**config.mk**
```make
export PLATFORM = sky130hd
export DESIGN_NAME = bitmap_pool_slot_allocator
export DESIGN_NICKNAME = d
export VERILOG_FILES = /design/src/hdl/bpsa_pkg.sv /design/src/hdl/bpsa_list.sv /design/src/hdl/bitmap_pool_slot_allocator.sv
export SDC_FILE = /design/constraint.sdc
export NUM_CORES = 1
export LEC_CHECK = 0
export BUFFER_PORTS_ARGS = -buffer_cell sky130_fd_sc_hd__buf_2
export CORE_MARGIN = 1.5
export CORE_UTILIZATION = 55
export DETAILED_ROUTE_END_ITERATION = 6
export PLACE_DENSITY = 0.77
export RECOVER_POWER = 25
export SYNTH_ARGS = -nofsm -noshare
export SYNTH_HDL_FRONTEND = slang
export SYNTH_SLANG_ARGS = --single-unit
export TNS_END_PERCENT = 5
```
**constraint.sdc**
```tcl
create_clock -name clk -period 12.3 [get_ports clk]
set_clock_uncertainty 0.15 [all_clocks]
set_input_delay 2.46 -clock clk [delete_from_list [all_inputs] [get_ports clk]]
set_output_delay 2.46 -clock clk [all_outputs]
set_load 0.01 [all_outputs]
```
**src/hdl/bpsa_pkg.sv**
```systemverilog
// ----------------------------------------------------------------------------
// bpsa_pkg
// Shared types, codes and helpers of the bitmap pool slot allocator.
// ----------------------------------------------------------------------------
package bpsa_pkg;

  localparam int NumPoolsDef  = 8;
  localparam int SlotsPerPool = 32;
  localparam int PoolW        = 3;
  localparam int SlotW        = 5;
  localparam int SizeW        = 16;
  localparam int OffsW        = 21;
  localparam int StatusW      = 2;
  localparam logic [SizeW-1:0] ItemSizeRst = 16'd16;

  typedef logic [SlotsPerPool-1:0] bits_t;

  typedef enum logic {
    OP_ALLOC = 1'b0,
    OP_FREE  = 1'b1
  } op_t;

  typedef enum logic [StatusW-1:0] {
    ST_DONE     = 2'd0,
    ST_NO_POOL  = 2'd1,
    ST_NOT_LIVE = 2'd2
  } status_t;

  typedef enum logic [2:0] {
    L_NONE,
    L_PUSH_FRONT,
    L_ROTATE,
    L_REMOVE,
    L_TO_FRONT
  } list_op_t;

  typedef struct packed {
    list_op_t         op;
    logic [PoolW-1:0] pool;
  } list_cmd_t;

  // lowest set bit, 31 when none is set
  function automatic logic [SlotW-1:0] lowest_set(input bits_t v);
    logic [SlotW-1:0] n;
    n = SlotW'(SlotsPerPool - 1);
    for (int i = SlotsPerPool - 1; i >= 0; i--) begin
      if (v[i]) n = SlotW'(i);
    end
    return n;
  endfunction

endpackage

```
**src/hdl/bpsa_list.sv**
```systemverilog
// ----------------------------------------------------------------------------
// bpsa_list
// Order list of live pools, front first, with its fill count.
// ----------------------------------------------------------------------------
module bpsa_list #(
  parameter int NUM_POOLS = bpsa_pkg::NumPoolsDef
) (
  input  logic                              clk,
  input  logic                              rst,
  input  bpsa_pkg::list_cmd_t               cmd,
  output logic [bpsa_pkg::PoolW-1:0]        front,
  output logic [$clog2(NUM_POOLS+1)-1:0]    count
);
  localparam int CW = $clog2(NUM_POOLS + 1);

  logic [bpsa_pkg::PoolW-1:0] list      [NUM_POOLS];
  logic [bpsa_pkg::PoolW-1:0] list_next [NUM_POOLS];
  logic [CW-1:0]              count_next;
  logic [NUM_POOLS-1:0]       hit;
  logic [NUM_POOLS-1:0]       upto;

  assign front = list[0];

  always_comb begin
    for (int i = 0; i < NUM_POOLS; i++) begin
      hit[i] = (CW'(i) < count) && (list[i] == cmd.pool);
    end
    upto[0] = hit[0];
    for (int i = 1; i < NUM_POOLS; i++) begin
      upto[i] = upto[i-1] | hit[i];
    end
  end

  always_comb begin
    list_next  = list;
    count_next = count;
    case (cmd.op)
      bpsa_pkg::L_PUSH_FRONT: begin
        for (int i = 1; i < NUM_POOLS; i++) list_next[i] = list[i-1];
        list_next[0] = cmd.pool;
        count_next   = count + CW'(1);
      end
      bpsa_pkg::L_ROTATE: begin
        for (int i = 0; i < NUM_POOLS; i++) begin
          if (CW'(i) == count - CW'(1)) begin
            list_next[i] = list[0];
          end else if (CW'(i) < count - CW'(1)) begin
            list_next[i] = list[(i + 1) % NUM_POOLS];
          end
        end
      end
      bpsa_pkg::L_REMOVE: begin
        for (int i = 0; i + 1 < NUM_POOLS; i++) begin
          if (upto[i]) list_next[i] = list[i+1];
        end
        if (upto[NUM_POOLS-1]) count_next = count - CW'(1);
      end
      bpsa_pkg::L_TO_FRONT: begin
        for (int i = 1; i < NUM_POOLS; i++) begin
          if (!upto[i-1]) list_next[i] = list[i-1];
        end
        list_next[0] = cmd.pool;
      end
      default: ;
    endcase
  end

  always_ff @(posedge clk) begin
    list <= list_next;
    if (rst) begin
      count <= '0;
    end else begin
      count <= count_next;
    end
  end

endmodule

```
**src/hdl/bitmap_pool_slot_allocator.sv**
```systemverilog
// ----------------------------------------------------------------------------
// bitmap_pool_slot_allocator
// Slot allocator over pools of 32 slots with per-pool free bitmaps.
// ----------------------------------------------------------------------------
// For each item, the pool's free bitmap is read from a synchronous memory
// in the cycle the item is accepted, then modified and written back in
// S_EXEC, with the order list and result updated then. in_stall is high
// while in S_EXEC, which is left only once the result register is empty
// or not stalled. A result waiting in the output register does not block
// the next item's bitmap read. NUM_POOLS may be 1 to 8, since pool numbers
// are three bits wide.
module bitmap_pool_slot_allocator #(
  parameter int NUM_POOLS = bpsa_pkg::NumPoolsDef
) (
  input  logic                              clk,
  input  logic                              rst,
  input  logic                              in_valid,
  output logic                              in_stall,
  input  logic                              op,
  input  logic [bpsa_pkg::PoolW-1:0]        pool_index,
  input  logic [bpsa_pkg::SlotW-1:0]        slot_index,
  output logic                              out_valid,
  input  logic                              out_stall,
  output logic [bpsa_pkg::StatusW-1:0]      status,
  output logic [bpsa_pkg::PoolW-1:0]        out_pool,
  output logic [bpsa_pkg::SlotW-1:0]        out_slot,
  output logic [bpsa_pkg::OffsW-1:0]        byte_offset,
  input  logic                              cfg_valid,
  output logic                              cfg_ready,
  input  logic [bpsa_pkg::SizeW-1:0]        slot_bytes
);
  localparam int AW = (NUM_POOLS > 1) ? $clog2(NUM_POOLS) : 1;
  localparam int CW = $clog2(NUM_POOLS + 1);

  typedef enum logic [1:0] {
    S_IDLE = 2'b01,
    S_EXEC = 2'b10
  } state_t;

  state_t                       state;
  logic [bpsa_pkg::SizeW-1:0]   size_reg;
  logic                         op_reg;
  logic [bpsa_pkg::PoolW-1:0]   pidx_reg;
  logic [bpsa_pkg::SlotW-1:0]   sidx_reg;
  logic [NUM_POOLS-1:0]         pool_live;
  logic [NUM_POOLS-1:0]         pool_live_next;

  bpsa_pkg::bits_t              mem [NUM_POOLS];
  bpsa_pkg::bits_t              rdata;
  logic [AW-1:0]                raddr;
  logic                         we;
  logic [AW-1:0]                waddr;
  bpsa_pkg::bits_t              wdata;

  bpsa_pkg::list_cmd_t          lcmd;
  logic [bpsa_pkg::PoolW-1:0]   front;
  logic [CW-1:0]                count;

  logic                         accept;
  logic                         go;
  logic                         have_front;
  logic                         found;
  logic [bpsa_pkg::PoolW-1:0]   free_idx;
  logic [bpsa_pkg::PoolW-1:0]   pool_sel;
  bpsa_pkg::bits_t              bits;
  bpsa_pkg::bits_t              nb;
  bpsa_pkg::bits_t              nbf;
  logic [bpsa_pkg::SlotW-1:0]   s;
  logic                         live_ok;
  bpsa_pkg::status_t            status_next;
  logic [bpsa_pkg::PoolW-1:0]   pool_next;
  logic [bpsa_pkg::SlotW-1:0]   slot_next;
  logic [bpsa_pkg::OffsW-1:0]   offs_next;

  assign in_stall  = (state != S_IDLE);
  assign accept    = in_valid && !in_stall;
  assign go        = (state == S_EXEC) && (!out_valid || !out_stall);
  assign cfg_ready = 1'b1;

  assign raddr = (op == bpsa_pkg::OP_FREE) ? pool_index[AW-1:0] : front[AW-1:0];

  always_ff @(posedge clk) begin
    if (we) mem[waddr] <= wdata;
    if (accept) rdata <= mem[raddr];
  end

  bpsa_list #(.NUM_POOLS(NUM_POOLS)) u_list (
    .clk   (clk),
    .rst   (rst),
    .cmd   (lcmd),
    .front (front),
    .count (count)
  );

  always_comb begin
    found    = 1'b0;
    free_idx = '0;
    for (int p = NUM_POOLS - 1; p >= 0; p--) begin
      if (!pool_live[p]) begin
        found    = 1'b1;
        free_idx = bpsa_pkg::PoolW'(p);
      end
    end
  end

  always_comb begin
    have_front = (count != '0) && (rdata != '0);
    pool_sel   = have_front ? front : free_idx;
    bits       = have_front ? rdata : '1;
    s          = bpsa_pkg::lowest_set(bits);
    nb         = bits & ~(bpsa_pkg::bits_t'(1) << s);
    nbf        = rdata | (bpsa_pkg::bits_t'(1) << sidx_reg);
    live_ok    = (int'(pidx_reg) < NUM_POOLS) && pool_live[pidx_reg[AW-1:0]];

    pool_live_next = pool_live;
    lcmd.op        = bpsa_pkg::L_NONE;
    lcmd.pool      = pool_sel;
    we             = 1'b0;
    waddr          = pool_sel[AW-1:0];
    wdata          = nb;
    status_next    = bpsa_pkg::ST_DONE;
    pool_next      = '0;
    slot_next      = '0;
    offs_next      = '0;

    if (op_reg == bpsa_pkg::OP_ALLOC) begin
      if (have_front || found) begin
        we        = 1'b1;
        pool_next = pool_sel;
        slot_next = s;
        offs_next = bpsa_pkg::OffsW'(s) * bpsa_pkg::OffsW'(size_reg);
        if (!have_front) begin
          lcmd.op = bpsa_pkg::L_PUSH_FRONT;
          pool_live_next[free_idx[AW-1:0]] = 1'b1;
        end else if (nb == '0) begin
          lcmd.op = bpsa_pkg::L_ROTATE;
        end
      end else begin
        status_next = bpsa_pkg::ST_NO_POOL;
      end
    end else begin
      lcmd.pool = pidx_reg;
      waddr     = pidx_reg[AW-1:0];
      wdata     = nbf;
      if (!live_ok) begin
        status_next = bpsa_pkg::ST_NOT_LIVE;
      end else begin
        we = 1'b1;
        if (nbf == '1) begin
          lcmd.op = bpsa_pkg::L_REMOVE;
          pool_live_next[pidx_reg[AW-1:0]] = 1'b0;
        end else if (rdata != '1) begin
          lcmd.op = bpsa_pkg::L_TO_FRONT;
        end
      end
    end

    if (!go) begin
      we      = 1'b0;
      lcmd.op = bpsa_pkg::L_NONE;
      pool_live_next = pool_live;
    end
  end

  always_ff @(posedge clk) begin
    if (accept) begin
      op_reg   <= op;
      pidx_reg <= pool_index;
      sidx_reg <= slot_index;
    end
    if (go) begin
      status      <= status_next;
      out_pool    <= pool_next;
      out_slot    <= slot_next;
      byte_offset <= offs_next;
    end
    if (rst) begin
      state     <= S_IDLE;
      pool_live <= '0;
      out_valid <= 1'b0;
      size_reg  <= bpsa_pkg::ItemSizeRst;
    end else begin
      pool_live <= pool_live_next;
      if (cfg_valid && cfg_ready) size_reg <= slot_bytes;
      case (state)
        S_IDLE:  if (accept) state <= S_EXEC;
        S_EXEC:  if (go) state <= S_IDLE;
        default: state <= S_IDLE;
      endcase
      if (go) begin
        out_valid <= 1'b1;
      end else if (!out_stall) begin
        out_valid <= 1'b0;
      end
    end
  end

  a_count_live: assert property (@(posedge clk) disable iff (rst)
    int'(count) == $countones(pool_live))
    else $error("list count differs from live pools");

  a_accept_exec: assert property (@(posedge clk) disable iff (rst)
    accept |=> state == S_EXEC)
    else $error("accepted item not executed");

  a_fail_no_pool: assert property (@(posedge clk) disable iff (rst)
    go && status_next == bpsa_pkg::ST_NO_POOL |-> pool_live == '1)
    else $error("allocate failed with a pool free");

endmodule
```
Word level (Yosys, flattened, before mapping)
Memories as Yosys holds them, arrays and structs flattened. A register that Yosys moved wholly into a read port is not among the register bits.
Index checks and enable logic that the tools add are counted.

word-level totals
  RAM bits = 256
  register bits after elaboration = 95
  memories = 1
  latch bits = 0
  input port bits = 30
  memory bits (read-only) = 0

memory list
  memory  words  bits a word  rd ports  clocked after Yosys merged registers in  wr ports  RTL line                          text
  mem     8      32           1         1                                        1         bitmap_pool_slot_allocator.sv:48  bpsa_pkg::bits_t mem [NUM_POOLS];

operators by class
  bitwise gates (word level) = 14
  multiplexer cells = 112
  reductions and logical operators = 38
  order comparisons = 20
  add/subtract/negate cells = 2
  divide/modulo/power cells = 0
  multipliers = 1
  equality and inequality tests = 40
  shift operators = 2

operators by type and width
  cell                                                                          count
  5-bit two-way mux                                                             30
  3-bit two-way mux                                                             39
  21-bit case mux with 4 select lines                                           1
  32-bit two-way mux                                                            2
  1-bit by 5-bit << shifter with 32-bit output (first input constant)           2
  8-bit two-way mux                                                             5
  32-bit bitwise AND                                                            1
  32-bit equality test (second input constant)                                  1
  32-bit logical NOT                                                            1
  3-bit by 4-bit less-than comparator with 1-bit output (first input constant)  8
  32-bit inequality test (second input constant)                                1
  32-bit NOT                                                                    1
  32-bit OR                                                                     1
  32-bit nonzero test                                                           1
  3-bit equality test                                                           8
  5-bit by 16-bit multiplier with 21-bit output                                 1
  1-bit two-way mux                                                             21
  3-bit by 1-bit inequality test with 1-bit output (second input constant)      7
  2-bit AND reduction                                                           9
  3-bit by 4-bit equality test with 1-bit output (first input constant)         4
  1-bit by 4-bit less-than comparator with 1-bit output (first input constant)  4
  2-bit by 4-bit less-than comparator with 1-bit output (first input constant)  4
  2-bit two-way mux                                                             7
  1-bit logical AND                                                             13
  33 further kinds                                                              57

Longest topological paths before layout
  depth after elaboration = 46
  gate-level depth with buffers = 27
  depth with buffers taken out = 25

Hierarchy
A second synthesis with hierarchy kept.

second synthesis, totals
  cell total of the unflattened synthesis = 1600
  area, all modules = 20490.9 um^2

by module, submodules not included
  module                      cells each  area an instance (um^2)  sequential area each (um^2)  times used
  bitmap_pool_slot_allocator  1296        17775.8                  10390.0                      1
  bpsa_list                   304         2715.1                   800.8                        1

Worst setup path before layout
No wires, ideal clock.

  kind = flip-flop to flip-flop
  from = reg u_list.count[0]
  to = reg byte_offset[20] in the netlist's numbering, data pin
  required time = 11884 ps
  path slack = 5558 ps
  library setup time = 266 ps
  arrival time = 6326 ps
  clock period less this slack = 6742 ps
  stages on the path, launching flop included = 28
  cells stage by stage = dfxtp_1 > inv_1 > ha_1 > buf_2 > nor3b_2 > o22ai_1 > a21o_1 > a21oi_2 > clkbuf_1 > clkbuf_1 > nand2_1 > fa_1 > fa_1 > fa_1 > inv_1 > ha_1 > a21o_1 > a21oi_1 > o21bai_1 > a21oi_1 > o21ai_0 > a211o_1 > a31oi_1 > nor2b_1 > o21a_1 > o41ai_1 > xor2_1 > nor2_1

between the ends
  longest elaborated chain between the ends = 35

ends and longest elaborated chain
  item                                           RTL line                           text
  start, declared                                bpsa_list.sv:12                    output logic [$clog2(NUM_POOLS+1)-1:0] count
  start signal, assigned                         bpsa_list.sv:73                    count <= count_next;
  4-bit nonzero test (*)                         bitmap_pool_slot_allocator.sv:107  have_front = (count != '0) && (rdata != '0);
  1-bit logical AND (*)                          bitmap_pool_slot_allocator.sv:107
  32-bit two-way mux                             bitmap_pool_slot_allocator.sv:109  bits = have_front ? rdata : '1;
  1-bit two-way mux                              bpsa_pkg.sv:47                     if (v[i]) n = SlotW'(i);
  5-bit two-way mux (30 in series)               bpsa_pkg.sv:47
  5-bit by 16-bit multiplier with 21-bit output  bitmap_pool_slot_allocator.sv:131  offs_next = bpsa_pkg::OffsW'(s) * bpsa_pkg::OffsW'(size_reg);
  end signal, assigned                           bitmap_pool_slot_allocator.sv:175  byte_offset <= offs_next;
  end, declared                                  bitmap_pool_slot_allocator.sv:27   output logic [bpsa_pkg::OffsW-1:0] byte_offset,

Mark *: on every way between the ends. The rest lies on a longest branch, timed or not.
A chain may end at the register's enable or synchronous reset.

Final worst setup path
  from = reg u_list.count[0]
  to = reg byte_offset[19] in the netlist's numbering, data pin

The elaborated chain is that of the path after synthesis.

==> flow_metrics.env <==
export IMPL_status="finished with violations"
export IMPL_violations="max-capacitance violations, max-slew violations"
export IMPL_hold_path_class="flop to flop"
export IMPL_tightest_slew_ns=1.80
export IMPL_holdPathStages=2
export IMPL_crit_path_start_kind="flop"
export IMPL_die_y_um=195
export IMPL_vias_per_cell=6.54
export IMPL_grt_pass1_vias=13800
export IMPL_diodes=0
export IMPL_slew_headroom_pct=-20.3
export IMPL_numClockSinks=383
export IMPL_synth_distinct_cells=87
export IMPL_clock_latency_ns=0.58
export IMPL_design_portCount=64
export IMPL_coreArea_sq_um=36500
export IMPL_top_register="mem"
export IMPL_avgSynthCellArea_sq_um=12.8
export IMPL_clock_path_buffers=3
export IMPL_hpwl_mm=33.8
export IMPL_pre_cts_slack_ns=4.98
export IMPL_worstPathRequired_ns=12.45
export IMPL_synth_seq_cells=383
export IMPL_io_buffer_count=62
export IMPL_htreeDepth=2
export IMPL_ys_async_sr_fraction_pct=0
export IMPL_start_util_pct=55.8
export IMPL_antenna_found_initial=0
export IMPL_power_density_nw_per_um2=125
export IMPL_drive_gt1_share_pct=14.2
export IMPL_cts_buffers=40
export IMPL_setup_violations=0
export IMPL_die_w_um=195
export IMPL_seq_area_frac_synth_pct=54.9
export IMPL_place_gp_congestion=1.03
export IMPL_peakVddDrop_mv=0.136
export IMPL_netlist_instances=1586
export IMPL_rsz0062_at_grt="no"
export IMPL_die_area_sq_um=38200
export IMPL_fmax_ghz=0.131
export IMPL_synthFlopType="edfxtp_1"
export IMPL_tns_ns=0
export IMPL_cts_root_buf="clkbuf_16"
export IMPL_first_pass_iters=6
export IMPL_reg_top3="mem x256, rdata x32"
export IMPL_largest_reg_flops=256
export IMPL_grt_pass1_wl_mm=80.4
export IMPL_grtUsageTotal_pct=27.6
export IMPL_drt_iter0_drc=1299
export IMPL_ctsResizeCount=0
export IMPL_drv_cap=1
export IMPL_cts_tree="done"
export IMPL_hold_buffers=0
export IMPL_synth_edf_count=352
export IMPL_cts_setup_buffers=0
export IMPL_hold_violations=0
export IMPL_syn_cell_area_sq_um=20400
export IMPL_leakage_nw=7.17
export IMPL_stdcell_count=2109
export IMPL_path_class="flop to flop"
export IMPL_grt_overflow=0
export IMPL_fin_util_pct=61.4
export IMPL_synth_area_top_cells="edfxtp_1 52%, mux4_2 7.1%, fa_1 4.1%"
export IMPL_yosysWarnings=0
export IMPL_drv_slew=42
export IMPL_syn_nets=1693
export IMPL_dp_cells=2036
export IMPL_cp_max_fo=26
export IMPL_wl_per_cell_um=24.6
export IMPL_r2r_cells=24
export IMPL_grt_max_degree=65
export IMPL_num_vias=13800
export IMPL_wl_mm=51.8
export IMPL_fin_nets=1717
export IMPL_synth_top_area_share_pct=51.9
export IMPL_worst_slack_ns=4.66
export IMPL_drc=0
export IMPL_core_rowCount=70
export IMPL_yosys_area_top_type="edfxtp_1"
export IMPL_ant_nets=0
export IMPL_clkTransAtPathRegs_ns=0.06
export IMPL_period_share_pct=62.1
export IMPL_critPathArrivalTime_ns=7.80
export IMPL_syn_to_final_growth_pct=10.1
export IMPL_cp_end_kind="flop"
export IMPL_post_route_min_period_ns=7.64
-- layout by cell type, fill, tap and decap left out, types with 27 or more instances in the layout --
cell       instances
a21oi_1           77
and2_1            27
and3_1            41
clkbuf_1          51
clkbuf_16         40
dfxtp_1           31
edfxtp_1         352
fa_1              42
ha_1              35
inv_1             54
mux2_2            34
mux2i_1           54
mux4_2            64
nand2_1          105
nor2_1           111
nor3_1            28
o21ai_0           38
-- cells in the mapped netlist (all sizes together), types with 7 or more instances --
master and number:
o31a 7, o22a 8, mux4 64, nor2 119, edfxtp 352, buf 30
nor4 22, ha 35, clkbuf 77, a31oi 24, nor3 29, o21a 8
a21o 19, dfxtp 31, nand4 19, nor3b 7, nand2b 16, o22ai 13
xor2 17, o311ai 7, nor2b 14, mux2 35, or4 12, a211oi 20
nand3 12, nand2 105, and3 41, and2 31, a32oi 11, a21oi 79
mux2i 57, xnor2 24, or3 8, a211o 8, fa 42, a22oi 10
o21ai 41, inv 55
-- critical path, stage by stage (launching register included) --
cell,delay [ns]
dfxtp_1,0.39
inv_1,0.24
ha_1,0.37
nor3b_1,0.93
o22ai_1,0.21
a21o_1,0.27
a21oi_2,0.16
buf_4,0.28
nand2_1,0.13
fa_1,0.57
fa_1,0.44
fa_1,0.49
inv_1,0.04
ha_1,0.31
a21oi_1,0.23
o21bai_1,0.09
a21oi_1,0.21
o21ai_0,0.20
a2111oi_0,0.76
o31ai_1,0.21
o21ai_0,0.26
nand2b_1,0.08
a21oi_1,0.17
xor2_1,0.15
nor2_1,0.05
-- stage by stage --
stage	area [sq um]	power [mW]	hold WS [ns]
2_1_floorplan	20400	1.55	0.311
3_3_place_gp	21200	1.60	0.317
3_5_place_dp	21200	1.60	0.338
4_1_cts	22500	2.83	0.354
5_1_grt	22400	2.89	0.414
6_report	22400	2.81	0.353
-- cell type report --
| class | instances | area, sq um |
|---|---|---|
| clock buffers | 51 | 1060 |
| clock inverters | 22 | 293 |
| fillers | 2796 | 14100 |
| inverters | 56 | 210 |
| multi-input cells | 1040 | 8640 |
| flip-flops and latches | 383 | 11200 |
| well taps | 468 | 586 |
| repair buffers | 89 | 458 |
-- worst paths after layout --
| kind | from | endpoint | slack, ns |
|---|---|---|---|
| max | u_list.count[0] | byte_offset[19] | 4.66 |
| min | out_valid | out_valid | 0.35 |
| max reg2reg | u_list.count[0] | byte_offset[19] | 4.66 |
| min reg2reg | out_valid | out_valid | 0.35 |
-- cells by family (layout without fill, tap and decap cells) --
group	Yosys count	in the layout	share of synthesized area, %
fa+ha+maj	77	77	6.28
mux	156	156	11.8
simple gates	449	449	11.4
compound gates	316	316	10.7
other cells	1	1	0.0184
flops	383	383	54.9
buf+inv	163	218	3.14
xor+xnor	41	41	1.76
-- per-layer routing --
metal  part of all wire, %  routed length (um)  up-vias  global-route usage, %
met3                   7.3                3770      113                   3.75
met5                     0                   0        -                      0
li1                      -                   -     6130                      -
met2                    46               24000      654                   43.6
met4                   3.7                1900        0                   11.4
met1                    43               22200     6906                   38.9
-- power breakdown --
| group | switching (mW) | total (mW) | internal [mW] |
|---|---|---|---|
| Clock | 0.508 | 1.23 | 0.725 |
| Sequential | 0.0187 | 1.44 | 1.42 |
| Combinational | 0.0880 | 0.135 | 0.0473 |
No activity file was read; power rests on OpenSTA's default activity.
